<file path="src/hdl/itp_pkg.sv">
// shared constants, types and helpers for the infix to postfix converter
// no dependencies; imported by itp_stack_ram and infix_to_postfix_converter
package itp_pkg;

   localparam int STACK_DEPTH = 32;
   localparam int CNT_W       = $clog2(STACK_DEPTH + 1);
   localparam int ADDR_W      = $clog2(STACK_DEPTH);

   localparam logic [7:0] CHAR_OPEN  = 8'h28;
   localparam logic [7:0] CHAR_CLOSE = 8'h29;
   localparam logic [7:0] CHAR_STAR  = 8'h2A;
   localparam logic [7:0] CHAR_PLUS  = 8'h2B;
   localparam logic [7:0] CHAR_MINUS = 8'h2D;
   localparam logic [7:0] CHAR_SLASH = 8'h2F;

   localparam logic [1:0] ERR_NONE      = 2'd0;
   localparam logic [1:0] ERR_OVERFLOW  = 2'd1;
   localparam logic [1:0] ERR_UNDERFLOW = 2'd2;

   typedef enum logic [2:0] {
      ST_IDLE,
      ST_CHAR,
      ST_PUSH,
      ST_CLOSE,
      ST_OPPOP,
      ST_FLUSH,
      ST_DONE
   } state_type;

   typedef struct packed {
      logic              en;
      logic [ADDR_W-1:0] addr;
      logic [7:0]        data;
   } ram_wr_type;

   function automatic logic [1:0] prec_of(input logic [7:0] c);
      logic [1:0] p;
      case (c)
         CHAR_PLUS, CHAR_MINUS: p = 2'd1;
         CHAR_STAR, CHAR_SLASH: p = 2'd2;
         default:               p = 2'd0;
      endcase
      return p;
   endfunction

   function automatic logic is_alnum(input logic [7:0] c);
      return (c >= 8'h30 && c <= 8'h39) || (c >= 8'h41 && c <= 8'h5A) ||
             (c >= 8'h61 && c <= 8'h7A);
   endfunction

endpackage

</file>
<file path="src/hdl/itp_stack_ram.sv">
// operator stack storage: one write port, one registered read port
// uses itp_pkg; same-address write forwards to the read data
module itp_stack_ram import itp_pkg::*; (
   input  logic              clock,
   input  ram_wr_type        wr,
   input  logic [ADDR_W-1:0] rd_addr,
   output logic [7:0]        rd_data
);

   logic [7:0] mem [STACK_DEPTH];
   logic [7:0] rd_data_ff;

   always_ff @(posedge clock) begin
      if (wr.en) begin
         mem[wr.addr] <= wr.data;
      end
      if (wr.en && (wr.addr == rd_addr)) begin
         rd_data_ff <= wr.data;
      end else begin
         rd_data_ff <= mem[rd_addr];
      end
   end

   assign rd_data = rd_data_ff;

endmodule

</file>
<file path="src/hdl/infix_to_postfix_converter.sv">
// top level of the shunting-yard infix to postfix converter
// uses itp_pkg and itp_stack_ram
//
// One expression byte is taken per beat, one at a time; each beat yields a run of result
// beats, one per cycle while the output is not stalled. An operand byte is emitted, '(' is
// pushed, ')' pops entries down to its '(' and an operator pops entries of equal or higher
// precedence and is then pushed; a final byte then flushes every stack entry, and the run
// closes with a done beat. Pops go one per cycle, while the output is not stalled, through
// the stack memory's single read port, and one beat is held back so the last beat is known.
module infix_to_postfix_converter import itp_pkg::*; (
   input  logic       clock,
   input  logic       reset,
   input  logic       req_valid,
   output logic       req_stall,
   input  logic [7:0] req_in_char,
   input  logic       req_end_of_expr,
   output logic       rsp_valid,
   input  logic       rsp_stall,
   output logic       rsp_has_char,
   output logic [7:0] rsp_out_char,
   output logic [1:0] rsp_error_code,
   output logic       rsp_run_last
);

   localparam logic [CNT_W-1:0] CNT_FULL = CNT_W'(STACK_DEPTH);
   localparam logic [CNT_W-1:0] CNT_ONE  = CNT_W'(1);

   state_type        state_ff, state_in;
   logic [CNT_W-1:0] count_ff, count_in;
   logic [CNT_W-1:0] paren_ff, paren_in;
   logic             pend_valid_ff, pend_valid_in;
   logic             rsp_valid_ff, rsp_valid_in;
   logic [7:0]       pend_char_ff, pend_char_in;
   logic [7:0]       char_ff, char_in;
   logic             last_ff, last_in;
   logic [1:0]       err_ff, err_in;
   logic             rsp_has_ff, rsp_has_in;
   logic [7:0]       rsp_char_ff, rsp_char_in;
   logic [1:0]       rsp_err_ff, rsp_err_in;
   logic             rsp_last_ff, rsp_last_in;

   ram_wr_type       wr;
   logic [CNT_W-1:0] rd_cnt;
   logic [7:0]       top;
   logic             have_top, advance, accept;
   logic             pop_close, pop_op;
   logic             emit, rsp_load;
   logic [7:0]       emit_char;

   // read address follows the next count so top is always the current top entry
   assign rd_cnt = count_in - CNT_ONE;

   itp_stack_ram u_ram (
      .clock   (clock),
      .wr      (wr),
      .rd_addr (rd_cnt[ADDR_W-1:0]),
      .rd_data (top)
   );

   assign have_top  = (count_ff != '0);
   assign advance   = !rsp_valid_ff || !rsp_stall;
   assign req_stall = (state_ff != ST_IDLE);
   assign accept    = req_valid && !req_stall;
   assign pop_close = have_top && (top != CHAR_OPEN);
   assign pop_op    = have_top && (prec_of(char_ff) <= prec_of(top));

   // next state
   always_comb begin
      state_in = state_ff;
      unique case (state_ff)
         ST_IDLE: begin
            if (accept) begin
               if (is_alnum(req_in_char)) begin
                  state_in = ST_CHAR;
               end else if (req_in_char == CHAR_OPEN) begin
                  state_in = ST_PUSH;
               end else if (req_in_char == CHAR_CLOSE) begin
                  state_in = ST_CLOSE;
               end else begin
                  state_in = ST_OPPOP;
               end
            end
         end
         ST_CHAR, ST_PUSH: begin
            if (advance) begin
               state_in = last_ff ? ST_FLUSH : ST_DONE;
            end
         end
         ST_CLOSE: begin
            if (advance && !pop_close) begin
               state_in = last_ff ? ST_FLUSH : ST_DONE;
            end
         end
         ST_OPPOP: begin
            if (advance && !pop_op) begin
               state_in = ST_PUSH;
            end
         end
         ST_FLUSH: begin
            if (advance && !have_top) begin
               state_in = ST_DONE;
            end
         end
         ST_DONE: begin
            if (advance) begin
               state_in = ST_IDLE;
            end
         end
         default: state_in = ST_IDLE;
      endcase
   end

   // datapath and outputs
   always_comb begin
      count_in      = count_ff;
      paren_in      = paren_ff;
      pend_valid_in = pend_valid_ff;
      pend_char_in  = pend_char_ff;
      char_in       = char_ff;
      last_in       = last_ff;
      err_in        = err_ff;
      wr.en         = 1'b0;
      wr.addr       = count_ff[ADDR_W-1:0];
      wr.data       = char_ff;
      emit          = 1'b0;
      emit_char     = top;
      rsp_load      = 1'b0;
      rsp_has_in    = 1'b0;
      rsp_char_in   = 8'h00;
      rsp_err_in    = err_ff;
      rsp_last_in   = 1'b0;

      unique case (state_ff)
         ST_IDLE: begin
            if (accept) begin
               char_in = req_in_char;
               last_in = req_end_of_expr;
               err_in  = ERR_NONE;
               // the error is settled up front since it rides on every beat of the run
               if (is_alnum(req_in_char)) begin
                  err_in = ERR_NONE;
               end else if (req_in_char == CHAR_OPEN) begin
                  if (count_ff == CNT_FULL) err_in = ERR_OVERFLOW;
               end else if (req_in_char == CHAR_CLOSE) begin
                  if (paren_ff == '0) err_in = ERR_UNDERFLOW;
               end else begin
                  if ((count_ff == CNT_FULL) && (prec_of(req_in_char) > prec_of(top)))
                     err_in = ERR_OVERFLOW;
               end
            end
         end
         ST_CHAR: begin
            if (advance) begin
               emit      = 1'b1;
               emit_char = char_ff;
            end
         end
         ST_PUSH: begin
            if (advance && (count_ff != CNT_FULL)) begin
               wr.en    = 1'b1;
               count_in = count_ff + CNT_ONE;
               if (char_ff == CHAR_OPEN) paren_in = paren_ff + CNT_ONE;
            end
         end
         ST_CLOSE: begin
            if (advance) begin
               if (pop_close) begin
                  emit     = 1'b1;
                  count_in = count_ff - CNT_ONE;
               end else if (have_top) begin
                  // matching open paren is dropped silently
                  count_in = count_ff - CNT_ONE;
                  paren_in = paren_ff - CNT_ONE;
               end
            end
         end
         ST_OPPOP, ST_FLUSH: begin
            if (advance && ((state_ff == ST_OPPOP) ? pop_op : have_top)) begin
               emit     = 1'b1;
               count_in = count_ff - CNT_ONE;
               if (top == CHAR_OPEN) paren_in = paren_ff - CNT_ONE;
            end
         end
         ST_DONE: begin
            if (advance) begin
               rsp_load      = 1'b1;
               rsp_has_in    = pend_valid_ff;
               rsp_char_in   = pend_valid_ff ? pend_char_ff : 8'h00;
               rsp_last_in   = 1'b1;
               pend_valid_in = 1'b0;
            end
         end
         default: ;
      endcase

      // one beat is held back so the closing beat of the run can be flagged
      if (emit) begin
         pend_char_in  = emit_char;
         pend_valid_in = 1'b1;
         if (pend_valid_ff) begin
            rsp_load    = 1'b1;
            rsp_has_in  = 1'b1;
            rsp_char_in = pend_char_ff;
            rsp_last_in = 1'b0;
         end
      end

      rsp_valid_in = rsp_load ? 1'b1 : (rsp_valid_ff && rsp_stall);
   end

   always_ff @(posedge clock) begin
      if (reset) begin
         state_ff      <= ST_IDLE;
         count_ff      <= '0;
         paren_ff      <= '0;
         pend_valid_ff <= 1'b0;
         rsp_valid_ff  <= 1'b0;
      end else begin
         state_ff      <= state_in;
         count_ff      <= count_in;
         paren_ff      <= paren_in;
         pend_valid_ff <= pend_valid_in;
         rsp_valid_ff  <= rsp_valid_in;
      end
   end

   always_ff @(posedge clock) begin
      pend_char_ff <= pend_char_in;
      char_ff      <= char_in;
      last_ff      <= last_in;
      err_ff       <= err_in;
      if (rsp_load) begin
         rsp_has_ff  <= rsp_has_in;
         rsp_char_ff <= rsp_char_in;
         rsp_err_ff  <= rsp_err_in;
         rsp_last_ff <= rsp_last_in;
      end
   end

   assign rsp_valid      = rsp_valid_ff;
   assign rsp_has_char   = rsp_has_ff;
   assign rsp_out_char   = rsp_char_ff;
   assign rsp_error_code = rsp_err_ff;
   assign rsp_run_last   = rsp_last_ff;

endmodule
</file>
<file path="config.mk">
export PLATFORM = sky130hd
export DESIGN_NAME = infix_to_postfix_converter
export DESIGN_NICKNAME = d
export VERILOG_FILES = /design/src/hdl/itp_pkg.sv /design/src/hdl/itp_stack_ram.sv /design/src/hdl/infix_to_postfix_converter.sv
export SDC_FILE = /design/constraint.sdc
export NUM_CORES = 1
export LEC_CHECK = 0
export BUFFER_PORTS_ARGS = -buffer_cell sky130_fd_sc_hd__buf_4
export CAP_MARGIN = 20
export CORE_UTILIZATION = 35
export DETAILED_ROUTE_END_ITERATION = 16
export PLACE_DENSITY = 0.56
export SLEW_MARGIN = 20
export SYNTH_ARGS = -nofsm -noshare
export SYNTH_HDL_FRONTEND = slang
export SYNTH_SLANG_ARGS = --single-unit
</file>
<file path="constraint.sdc">
create_clock -name clock -period 4.9 [get_ports clock]
set_input_delay 0.735 -clock clock [delete_from_list [all_inputs] [get_ports clock]]
set_output_delay 0.735 -clock clock [all_outputs]
set_load 0.1 [all_outputs]
</file>
Word-level counts from Yosys, hierarchy flattened

Memories as Yosys holds them, arrays and structs flattened. A register that Yosys moved wholly into a read port is not among the register bits.
Index checks and enable logic that the tools add are counted.

Bits in registers: 48
Memory bits (writable): 256
Output and inout port bits: 14
Memories kept: 1

Memories:

| memory    | words | bits a word | rd ports | clocked after memory_dff | wr ports | RTL line            | text |
|---|---|---|---|---|---|---|---|
| u_ram.mem | 32    | 8           | 1        | 1                        | 1        | itp_stack_ram.sv:10 | `logic [7:0] mem [STACK_DEPTH];` |

$add $sub $neg: 5
Order comparisons: 8
Equality and inequality tests: 38
Mux-type cells: 73
Reduce and logical (&&, ||, !) cells: 41

Operators by type and width:

| operator            | number |
|---|---|
| $eq 8x6->1 const B  | 16 |
| $mux 6              | 12 |
| $mux 8              | 7 |
| $pmux 6 s3          | 2 |
| $mux 2              | 14 |
| $mux 3              | 9 |
| $ne 2x2->1 const B  | 13 |
| $mux 1              | 24 |
| $pmux 3 s6          | 1 |
| $ge 8x7->1 const B  | 2 |
| $le 8x7->1 const B  | 2 |
| $reduce_or 2->1     | 8 |
| $logic_and 1x1->1   | 13 |
| $add 6x1->6 const B | 2 |
| $pmux 2 s2          | 3 |
| $sub 6x1->6 const B | 2 |
| $eq 3x3->1 const B  | 3 |
| $ge 8x6->1 const B  | 1 |
| $le 8x6->1 const B  | 1 |
| $ne 8x6->1 const B  | 1 |
| $reduce_and 8->1    | 1 |
| $eq 3x2->1 const B  | 2 |
| $eq 6x6->1 const B  | 1 |
| $logic_not 1->1     | 6 |
| 14 further kinds    | 19 |

Depth between registers and ports, before layout

Gate-level depths: netlist of the first run.

Depth after elaboration: 13
Depth in mapped cells: 21
Depth with buffers taken out: 17

Cells and area by module

Synthesis of the first run repeated with hierarchy kept, for this count alone.

Cell total of the unflattened synthesis: 686
Area total of the unflattened synthesis: 12,748.5 µm²

By module, submodules not included:

| module                     | times used | cells each | area an instance (µm²) | seq. area each (µm²) |
|---|---|---|---|---|
| itp_stack_ram              | 1          | 414        | 9,993.3                | 7,787.5 |
| infix_to_postfix_converter | 1          | 272        | 2,755.1                | 1,271.2 |

Worst setup path after synthesis of the first run

No wires, ideal clock.

Path kind: flip-flop to flip-flop
Start point: register with a tool-made name
End point: register with a tool-made name
Library setup time: 0.133 ns
Arrival time: 4.495 ns
Required time: 4.767 ns
Slack: 0.272 ns
Cell stages (with the launch flop): 19
Path buffers: 2
Cells stage by stage: dfxtp_1 buf_2 buf_6 mux4_2 mux4_2 mux2_2 or4b_4 nor2_1 nand3_1 ha_1 nor2b_1 o21a_1 o31ai_1 o311a_1 nor2_1 a211oi_1 ha_1 nand3_1 xor2_1

==> results of run 1 <==
logic make-up after synthesis:
group                    Yosys count  synth area share, %
flip-flops                       309                 69.8
AND/OR/NAND/NOR                  177                 6.97
AO/OA/AOI/OAI                    125                 6.59
multiplexers                     113                 12.4
buffers and inverters             51                 1.68
XOR/XNOR                          17                 1.15
adder cells (fa/ha/maj)           14                 1.41
per-layer routing:
metal,vias to the layer above,track usage (%)
met4,0,5.29
li1,3356,-
met5,-,0
met3,47,2.45
met2,166,27.7
met1,3759,22.5
cells in the mapped netlist, drive strengths merged, types with 4 or more instances:
library cell	instances
nand2b	7
clkbuf	20
buf	17
mux4	37
a21oi	32
mux2i	65
ha	13
a211oi	6
mux2	11
a22oi	25
nor2	56
o211ai	4
or3	7
nor2b	12
xor2	6
xnor2	11
o21a	5
or4	4
nand3	26
nor4	4
inv	14
a221oi	5
and2	5
o31ai	5
o21ai	12
and3	5
edfxtp	287
nand3b	5
a21o	4
nor3	4
dfxtp	22
a21boi	9
nand4	9
nand2	25
power groups by stage:
stage	Clock (mW)	Combinational [mW]	Sequential [mW]
floorplan	0	1.88	3.57
global placement	0	2.92	3.58
detailed placement	0	2.93	3.58
CTS	2.71	2.94	3.53
global route	2.82	3.23	3.54
finish	2.68	2.99	3.51
flip-flops by register name, indices dropped and copies added, names as in the netlist, named ones only:
register / flops
rsp_has_char: 1
state_ff: 3
last_ff: 1
paren_ff: 6
pend_valid_ff: 1
rsp_out_char: 8
u_ram.mem: 256
char_ff: 8
rsp_run_last: 1
err_ff: 2
rsp_valid: 1
pend_char_ff: 8
count_ff: 6
rsp_error_code: 2
worst paths after layout:
kind	from	end	cells after the start
max	flop	paren_ff[5]	15
min	req_end_of_expr	last_ff	1
max reg2reg	flop	paren_ff[5]	15
min reg2reg	err_ff[0]	rsp_error_code[0]	0
timing repair:
| action | in CTS | in global routing |
|---|---|---|
| gates resized for setup | 0 | 6 |
| setup endpoints to repair | 0 | 16 |
| setup buffers | 0 | 4 |
| hold endpoints to repair | 0 | 0 |
area by class of cell:
type,instances,area share (%)
Clock buffer,47,6.34
Multi-Input combinational cell,446,24.4
Timing Repair Buffer,75,3.89
Clock inverter,18,1.48
Inverter,14,0.346
Tap cell,468,3.85
Sequential cell,309,59.7
==> metrics.txt, run 1 <==
Clock Tree Buf Depth=3; Antenna Nets Post-Route=0; maximum fanout along the worst path=7; Fill cells=between 3,000 and 4,000; met3 routed wirelength=around 1400 microns; wire length of the first global-routing pass=between 40,000 and 50,000 microns; Post-synth EDFFs=287; final setup vio count=0; Lkg Pwr=between 5 and 6 nW; type of the most critical hold path=in2reg; crit-path max cell delay=0.54 ns; Psw=between 3 and 4 mW; Post-DP HPWL=between 20,000 and 25,000 microns; Sum Neg Setup Slack=0 ns; most common cell after layout, fill and taps aside=edfxtp_1; vias in the first global route=about 7,300; FF/Latch Area=9070 sq um; Clock transition at path regs=around 0.060 ns; Synth area leaders=edfxtp_1, mux4_2, mux2i_1; clock buffer count from CTS=36; Vias=about 7,300; antenna cell count=0; ys async rst share=0%; largest net degree at the start of global routing=35; M1 WL=approximately 14,000 microns; Final Routed Wirelength=roughly 31,000 microns; #FFs+latches synth=between 300 and 400; cells after synthesis=806; crit-path most repeated cell=mux4_2; NumNets Final=909; relative slew slack=between 30% and 40%; yosys warns=0; Clock Skew=approximately 0.022 ns; crit start category=flop; multi-input logic area=approximately 3700 sq um; Sw Ratio=33.0%; CP Capture Type=flop; die height=roughly 190 microns; GP Congestion=about 0.86; global route overflow=0; Final Critical Period=4.64 ns; total power=a little over 9 mW; Worst VDD drop=231 uV; PwrDens=604 nW/um^2; Comb pwr share=32.6%; most frequent cells in the layout=edfxtp_1, buf_4, mux2i_1; crit path max-delay cell type=or4b_4; max cap viols=0; layout overhead on the synthesized area=17.1%; Die ar.=~38,000 sq um; Pint=just over 6 mW; number of iterations in the first detailed-routing pass=5; CORE AREA=approximately 37,000 sq um; critical path arrival=around 5 ns; fin cells=1,377; run status=completed; part of the cycle the worst path needs=94.7%; cell family with most CP delay=simple AND/OR/NAND/NOR gates; port bufs=26; final count of hold timing violations=0; Final Util=a little over two fifths; Rows=70; Post-CTS Hold Fix Bufs=0; Reg power frac=a little under two fifths; TritonCTS clock tree=done; max-slew violation total from the final report=0; Fmax=216 MHz; clk_lat worst skew=roughly 0.52 ns; Setup CP Type=reg2reg; initial antenna violation count=0; post-synth top area cell=edfxtp_1; met2 wire len=15,400 microns; Post-Synthesis Net Count=around 830; CTS Root Cell=clkbuf_16; Cell variety after synth=a little over 60; clock share of power=about 29%; worst setup margin=about 0.26 ns; worst slew pin tran=~1.0 ns; H-tree Lvls=2; Tot GR Track Use=between 10% and 20%; clock sink total=about 300; top_reg_cell synth=edfxtp_1; drt initial violations=~630; routed len/inst=22.8 microns; share of cells above drive strength 1=slightly above 20%; cell chain of the critical path=buf_12, mux4_2, mux4_2, mux2_2, or4b_4, nor2_1, nand3_1, ha_1, nor2b_1, o21a_1, o31ai_2, o311a_1, o21ai_0, or4_1, a21oi_1; Cell Area, Placed=about 14,000 sq um; pre-CTS setup slack=~0.13 ns; Die Width=a little under 200 microns; Vias/cell=between 5 and 6; Placed Cells=about 1,300; Top Layer Used=met4; area share of the largest cell type after synthesis=between 60 and 70%; average size of a mapped cell=roughly 16 sq um; RSZ-0062 raised after global routing=false; WHS=just under 0.4 ns; Ports=27; R2R Setup Slk=0.26 ns; Cell Area, Synth=between 10,000 and 15,000 sq um; # DRC=0; Starting Density=between 30% and 40%; Critical path buffers and inverters=1; post-route design area=approximately 15,000 sq um; register area share after synthesis=between 60% and 70%; required time of the critical path=between 5 and 6 ns
Power figures use the tool's default switching activity.
==> inputs of run 2 (changes only) <==
--- a/config.mk
+++ b/config.mk
@@ -7,6 +7,7 @@
 export LEC_CHECK = 0
 export BUFFER_PORTS_ARGS = -buffer_cell sky130_fd_sc_hd__buf_4
 export CAP_MARGIN = 20
+export CORE_MARGIN = 8
 export CORE_UTILIZATION = 35
 export DETAILED_ROUTE_END_ITERATION = 16
 export PLACE_DENSITY = 0.56
==> run 2 against run 1 <==
Net effect: non-clock buffer count grew 4; sequential power is essentially flat; combinational power grew 3%; final area is essentially flat; worst setup slack gained 0.018 ns; register-to-register slack gained 0.02 ns; power shrank 0.77%.
==> metrics.txt, run 2 (synthesized netlist as in run 1, its figures left out) <==
TritonCTS clock tree=done; Post-DP HPWL=between 20,000 and 25,000 microns; Cells on Worst Hold Path=1; final setup vio count=0; type of the most critical hold path=in2reg; die height=209 microns; most frequent cells in the layout=edfxtp_1, buf_4, mux2i_1; part of the cycle the worst path needs=a little over nine tenths; Fmax=about 220 MHz; number of iterations in the first detailed-routing pass=5; Vias=7,379; Tot GR Track Use=roughly 14%; Clock Skew=0.0141 ns; port bufs=26; Rows=70; cell chain of the critical path=buf_6, mux4_2, mux4_2, mux2_2, or4b_4, nor2_1, nand3_1, ha_1, nor2b_1, o21a_1, o31ai_2, o311a_1, nor2_1, a211oi_2, ha_1, nand3_1, xor2_1; NumNets Final=911; Setup CP Type=reg2reg; Final Critical Period=approximately 4.6 ns; Antenna Nets Post-Route=0; CTS Root Cell=clkbuf_16; Worst Hold End=last_ff; clock sink total=a little over 300; Final Routed Wirelength=31,700 microns; Lkg Pwr=approximately 5.3 nW; share of cells above drive strength 1=between 20% and 30%; H-tree Lvls=2; routed len/inst=about 23 microns; required time of the critical path=about 5.3 ns; relative slew slack=about 27%; Largest register FFs=between 200 and 300; Fill cells=between 3,000 and 4,000; Post-CTS Hold Fix Bufs=0; Worst VDD drop=~280 uV; PwrDens=about 600 nW/um^2; antenna cell count=0; drt initial violations=between 600 and 700; critical path arrival=about 5 ns; crit path max-delay cell type=or4b_4; worst slew pin tran=1.09 ns; R2R Setup Slk=roughly 0.28 ns; initial antenna violation count=0; Clock transition at path regs=approximately 0.060 ns; worst setup margin=approximately 0.28 ns; Die ar.=43,500 sq um; final count of hold timing violations=0; cell family with most CP delay=multiplexers; layout overhead on the synthesized area=17.1%; WHS=0.406 ns; Die Width=209 microns; Starting Density=~36%; run status=completed; CORE AREA=about 37,000 sq um; wire length of the first global-routing pass=just under 50,000 microns; pre-CTS setup slack=between 0.1 and 0.15 ns; Clock Tree Buf Depth=3; crit-path max cell delay=roughly 0.54 ns; Vias/cell=between 5 and 6; Final Util=a little over two fifths; crit start category=flop; GP Congestion=slightly above 0.8; # DRC=0; vias in the first global route=approximately 7,500; CP Capture Type=flop; global route overflow=0; Critical path buffers and inverters=1; FF-to-FF path depth=17; most common cell after layout, fill and taps aside=edfxtp_1; clock buffer count from CTS=34; largest net degree at the start of global routing=37; Ports=27; clk_lat worst skew=just over 0.5 ns; fin cells=about 1,400; Placed Cells=about 1,300; hold_sp=req_end_of_expr; Sum Neg Setup Slack=0 ns; maximum fanout along the worst path=6; RSZ-0062 raised after global routing=false; max cap viols=0; max-slew violation total from the final report=0; largest reg by FF count=u_ram.mem
-- run 2: cell types whose count changed in the layout (fill, tap and decap cells not counted), sizes merged --
cell,previous run,this run
clkinv,10,14
buf,75,79
clkinvlp,1,0
clkbuf,47,40
-- run 2: worst register-to-register path: stages, from the launching register on --
cell      delay [ns]
dfxtp_4         0.37
buf_6           0.15
mux4_2          0.49
mux4_2          0.49
mux2_2          0.30
or4b_4          0.54
nor2_1          0.13
nand3_1         0.11
ha_1            0.30
nor2b_1         0.14
o21a_1          0.18
o31ai_2         0.25
o311a_1         0.27
nor2_1          0.07
a211oi_2        0.25
ha_1            0.21
nand3_1         0.08
xor2_1          0.15
-- run 2: metrics by stage --
stage | area [sq um] | total power, mW
2_1_floorplan | 13000 | 5.45
3_3_place_gp | 14000 | 6.56
3_5_place_dp | 14000 | 6.57
4_1_cts | 15100 | 9.13
5_1_grt | 15200 | 9.53
6_report | 15200 | 9.11
-- run 2: layout make-up --
type	instances	area [sq um]	area share (%)
Sequential cell	309	9060	59.7
Multi-Input combinational cell	446	3710	24.4
Clock buffer	40	873	5.75
Timing Repair Buffer	79	672	4.42
Tap cell	468	586	3.85
Clock inverter	21	236	1.56
Inverter	14	52.6	0.346
-- run 2: worst max-delay path by stage --
| stage | from | to | slack [ns] | cells after the start |
|---|---|---|---|---|
| finish | flop | flop | 0.28 | 17 |
| global route | flop | flop | 0.06 | 17 |
| CTS | flop | flop | 0.10 | 16 |
| detailed placement | flop | flop | 0.12 | 16 |
| global placement | flop | flop | 0.17 | 16 |
| floorplan | flop | flop | 0.27 | 18 |
-- run 2: what timing repair did --
item | CTS | global route
resized for setup | 0 | 6
endpoints found under the hold margin | 0 | 0
endpoints found under the setup margin | 0 | 6
setup buffers | 0 | 3
-- run 2: per-layer routing --
layer  GRT usage [%]  share of wire, %  wire length, microns
met2            24.0                48                 15300
met5               0                 0                     0
met3            2.53               5.6                  1790
met4            4.74               2.6                   812
met1            19.1                44                 13900
-- run 2: where the power goes --
part / internal (mW) / switching [mW]
clock: 1.54 / 1.01
sequential: 3.26 / 0.230
combinational: 1.30 / 1.77
total: 6.10 / 3.01
==> inputs of run 3 (changes only) <==
--- a/config.mk
+++ b/config.mk
@@ -11,7 +11,9 @@
 export CORE_UTILIZATION = 35
 export DETAILED_ROUTE_END_ITERATION = 16
 export PLACE_DENSITY = 0.56
+export RECOVER_POWER = 50
 export SLEW_MARGIN = 20
 export SYNTH_ARGS = -nofsm -noshare
 export SYNTH_HDL_FRONTEND = slang
+export SYNTH_HIERARCHICAL = 1
 export SYNTH_SLANG_ARGS = --single-unit
==> run 3 against run 2 <==
Net effect: the run now ends with capacitance limit, slew limit left; critical path depth is 1 lower; combinational power is 8.8% lower; clock skew is 0.0062 ns higher; worst hold slack better by 0.0086 ns; flip-flop and latch count stayed put; clock power hardly changed; synthesized cell count is 15% lower; cell count is 9.9% lower; sequential share of layout area is 2.1 points higher; final area is 3.4% lower; largest power group unchanged.
==> metrics.txt, run 3 <==
run status=finished, violations left; failing checks=capacitance limit, slew limit; average size of a mapped cell=18.6 sq um; Setup CP Type=reg2reg; RSZ-0062 raised after global routing=false; PwrDens=608 nW/um^2; drt initial violations=about 540; synth cell count leaders=edfxtp_1, mux4_2, nor2_1; maximum fanout along the worst path=9; Final Routed Wirelength=between 20,000 and 30,000 microns; Post-Synthesis Net Count=a little over 700; relative slew slack=-6.89%; Vias=6,454; H-tree Lvls=2; post-synth top area cell=edfxtp_1; Final Util=about two fifths; R2R Setup Slk=between 0.2 and 0.3 ns; Post-CTS Hold Fix Bufs=0; max-slew violation total from the final report=69; crit start category=flop; Vias/cell=~5.2; clk_lat worst skew=about 0.53 ns; Starting Density=between 30% and 40%; #FFs+latches synth=approximately 310; register area share after synthesis=between 70% and 80%; Antenna Nets Post-Route=0; share of cells above drive strength 1=23.1%; yosys warns=6; final count of hold timing violations=0; Clock Skew=just over 0.02 ns; Worst VDD drop=between 300 and 400 uV; global route overflow=0; ys async rst share=0%; die height=between 200 and 250 microns; top-count cell post-synth=edfxtp_1; CORE AREA=between 30,000 and 40,000 sq um; clock buffer count from CTS=35; clock sink total=just over 300; Tot GR Track Use=13.1%; number of iterations in the first detailed-routing pass=5; hold_sp=req_end_of_expr; Rows=70; Sum Neg Setup Slack=0 ns; final setup vio count=0; Ports=27; wire length of the first global-routing pass=41,800 microns; type of the most critical hold path=in2reg; total power=just under 9 mW; worst slew pin tran=approximately 1.6 ns; Largest register FFs=~260; Post-DP HPWL=17,700 microns; port bufs=26; routed len/inst=22.0 microns; most common cell after layout, fill and taps aside=edfxtp_1; critical path arrival=around 5.0 ns; CTS Root Cell=clkbuf_16; layout overhead on the synthesized area=15.2%; Cell variety after synth=55; CP Capture Type=flop; Post-synth EDFFs=287; Fmax=around 220 MHz; cells after synthesis=between 600 and 700; Final Critical Period=~4.6 ns; NumNets Final=~770; Clock Tree Buf Depth=3; area share of the largest cell type after synthesis=between 60 and 70%; antenna cell count=0; Die Width=approximately 210 microns; Clock transition at path regs=around 0.060 ns; FF-to-FF path depth=16; Synth area leaders=edfxtp_1, mux4_2, dfxtp_1; GP Congestion=between 0.7 and 0.8; Cells on Worst Hold Path=1; largest net degree at the start of global routing=40; required time of the critical path=5.31 ns; vias in the first global route=approximately 6,700; Lkg Pwr=4.73 nW; Worst Hold End=last_ff; initial antenna violation count=0; Die ar.=approximately 43,000 sq um; Cell Area, Synth=12,700 sq um; top_reg_cell synth=edfxtp_1; most frequent cells in the layout=edfxtp_1, mux4_2, nor2_1; TritonCTS clock tree=done; max cap viols=2; # DRC=0; largest reg by FF count=u_ram/mem; part of the cycle the worst path needs=94.1%
-- run 3: cell types whose count changed in the layout (fill, tap and decap cells not counted), moves of 9 or more --
cell | before | now
mux2i_1 | 65 | 5
buf_4 | 72 | 17
mux4_2 | 37 | 80
clkbuf_1 | 6 | 40
a22oi_1 | 25 | 0
nand3_1 | 26 | 8
a21oi_1 | 32 | 17
a21boi_0 | 9 | 0
nor2b_1 | 12 | 3
-- run 3: metrics by stage --
stage / setup slack [ns] / hold slack [ns] / instances / area, sq um
after floorplan: 0.267 / 0.400 / 686 / 12700
after global placement: 0.0940 / 0.424 / 1176 / 13600
after detailed placement: -0.00220 / 0.443 / 1176 / 13600
after CTS: 0.110 / 0.372 / 1239 / 14800
after global routing: 0.00497 / 0.399 / 1240 / 14700
final: 0.287 / 0.414 / 1240 / 14700
-- run 3: worst max-delay path by stage --
stage | endpoint | slack, ns
floorplan | rsp_error_code[0] | 0.27
global placement | flop | 0.09
detailed placement | flop | -0.002
CTS | flop | 0.11
global route | flop | 0.005
finish | flop | 0.29
-- run 3: final cells by class --
cell class                      instances  area, sq um
Sequential cell                       309         9060
Inverter                               11         41.3
Clock inverter                         16          194
Fill cell                            3286        21600
Multi-Input combinational cell        336         3510
Clock buffer                           47          941
Tap cell                              468          586
Timing Repair Buffer                   53          348
-- run 3: power by group --
part           switching (mW)  internal (mW)
clock network            1.04           1.52
logic                    1.58           1.22
registers               0.265           3.30
-- run 3: worst max-delay path: stages (launching register included) --
cell	delay [ns]
dfxtp_4	0.48
buf_12	0.19
mux4_2	0.51
mux4_2	0.51
mux2_2	0.30
nor4b_2	0.33
and2_1	0.19
nand3_1	0.11
ha_1	0.32
nor2b_1	0.15
o21a_1	0.22
o32ai_2	0.32
nand2_1	0.16
xnor2_1	0.23
ha_1	0.22
nand3_1	0.09
xor2_1	0.16
-- run 3: per-layer routing --
layer / GRT usage (%) / routed length (microns) / up-vias / part of all wire, %
met4: 3.90 / 566 / 0 / 2.1
met2: 20.8 / 12800 / 152 / 47
met1: 18.4 / 12700 / 3359 / 46
met5: 0 / 0 / - / 0
met3: 2.25 / 1240 / 41 / 4.5
li1: - / - / 2902 / -
-- run 3: logic make-up (layout without fill, tap and decap cells) --
group,after synthesis,count (layout),synth area share (%)
AOI/OAI and AO/OA,60,60,3.13
xor gates and xnor gates,17,17,1.17
adders and majority gates,12,12,1.24
buffers and inverters,41,127,1.53
DFF,309,309,71.1
muxes,101,101,15.9
and+or+nand+nor,146,146,5.94
-- run 3: repair_timing --
item | 4_1_cts | 5_1_grt
gates cloned | 0 | 0
gates resized for setup | 1 | 2
buffers inserted | 0 | 0
setup endpoints to repair | 1 | 25
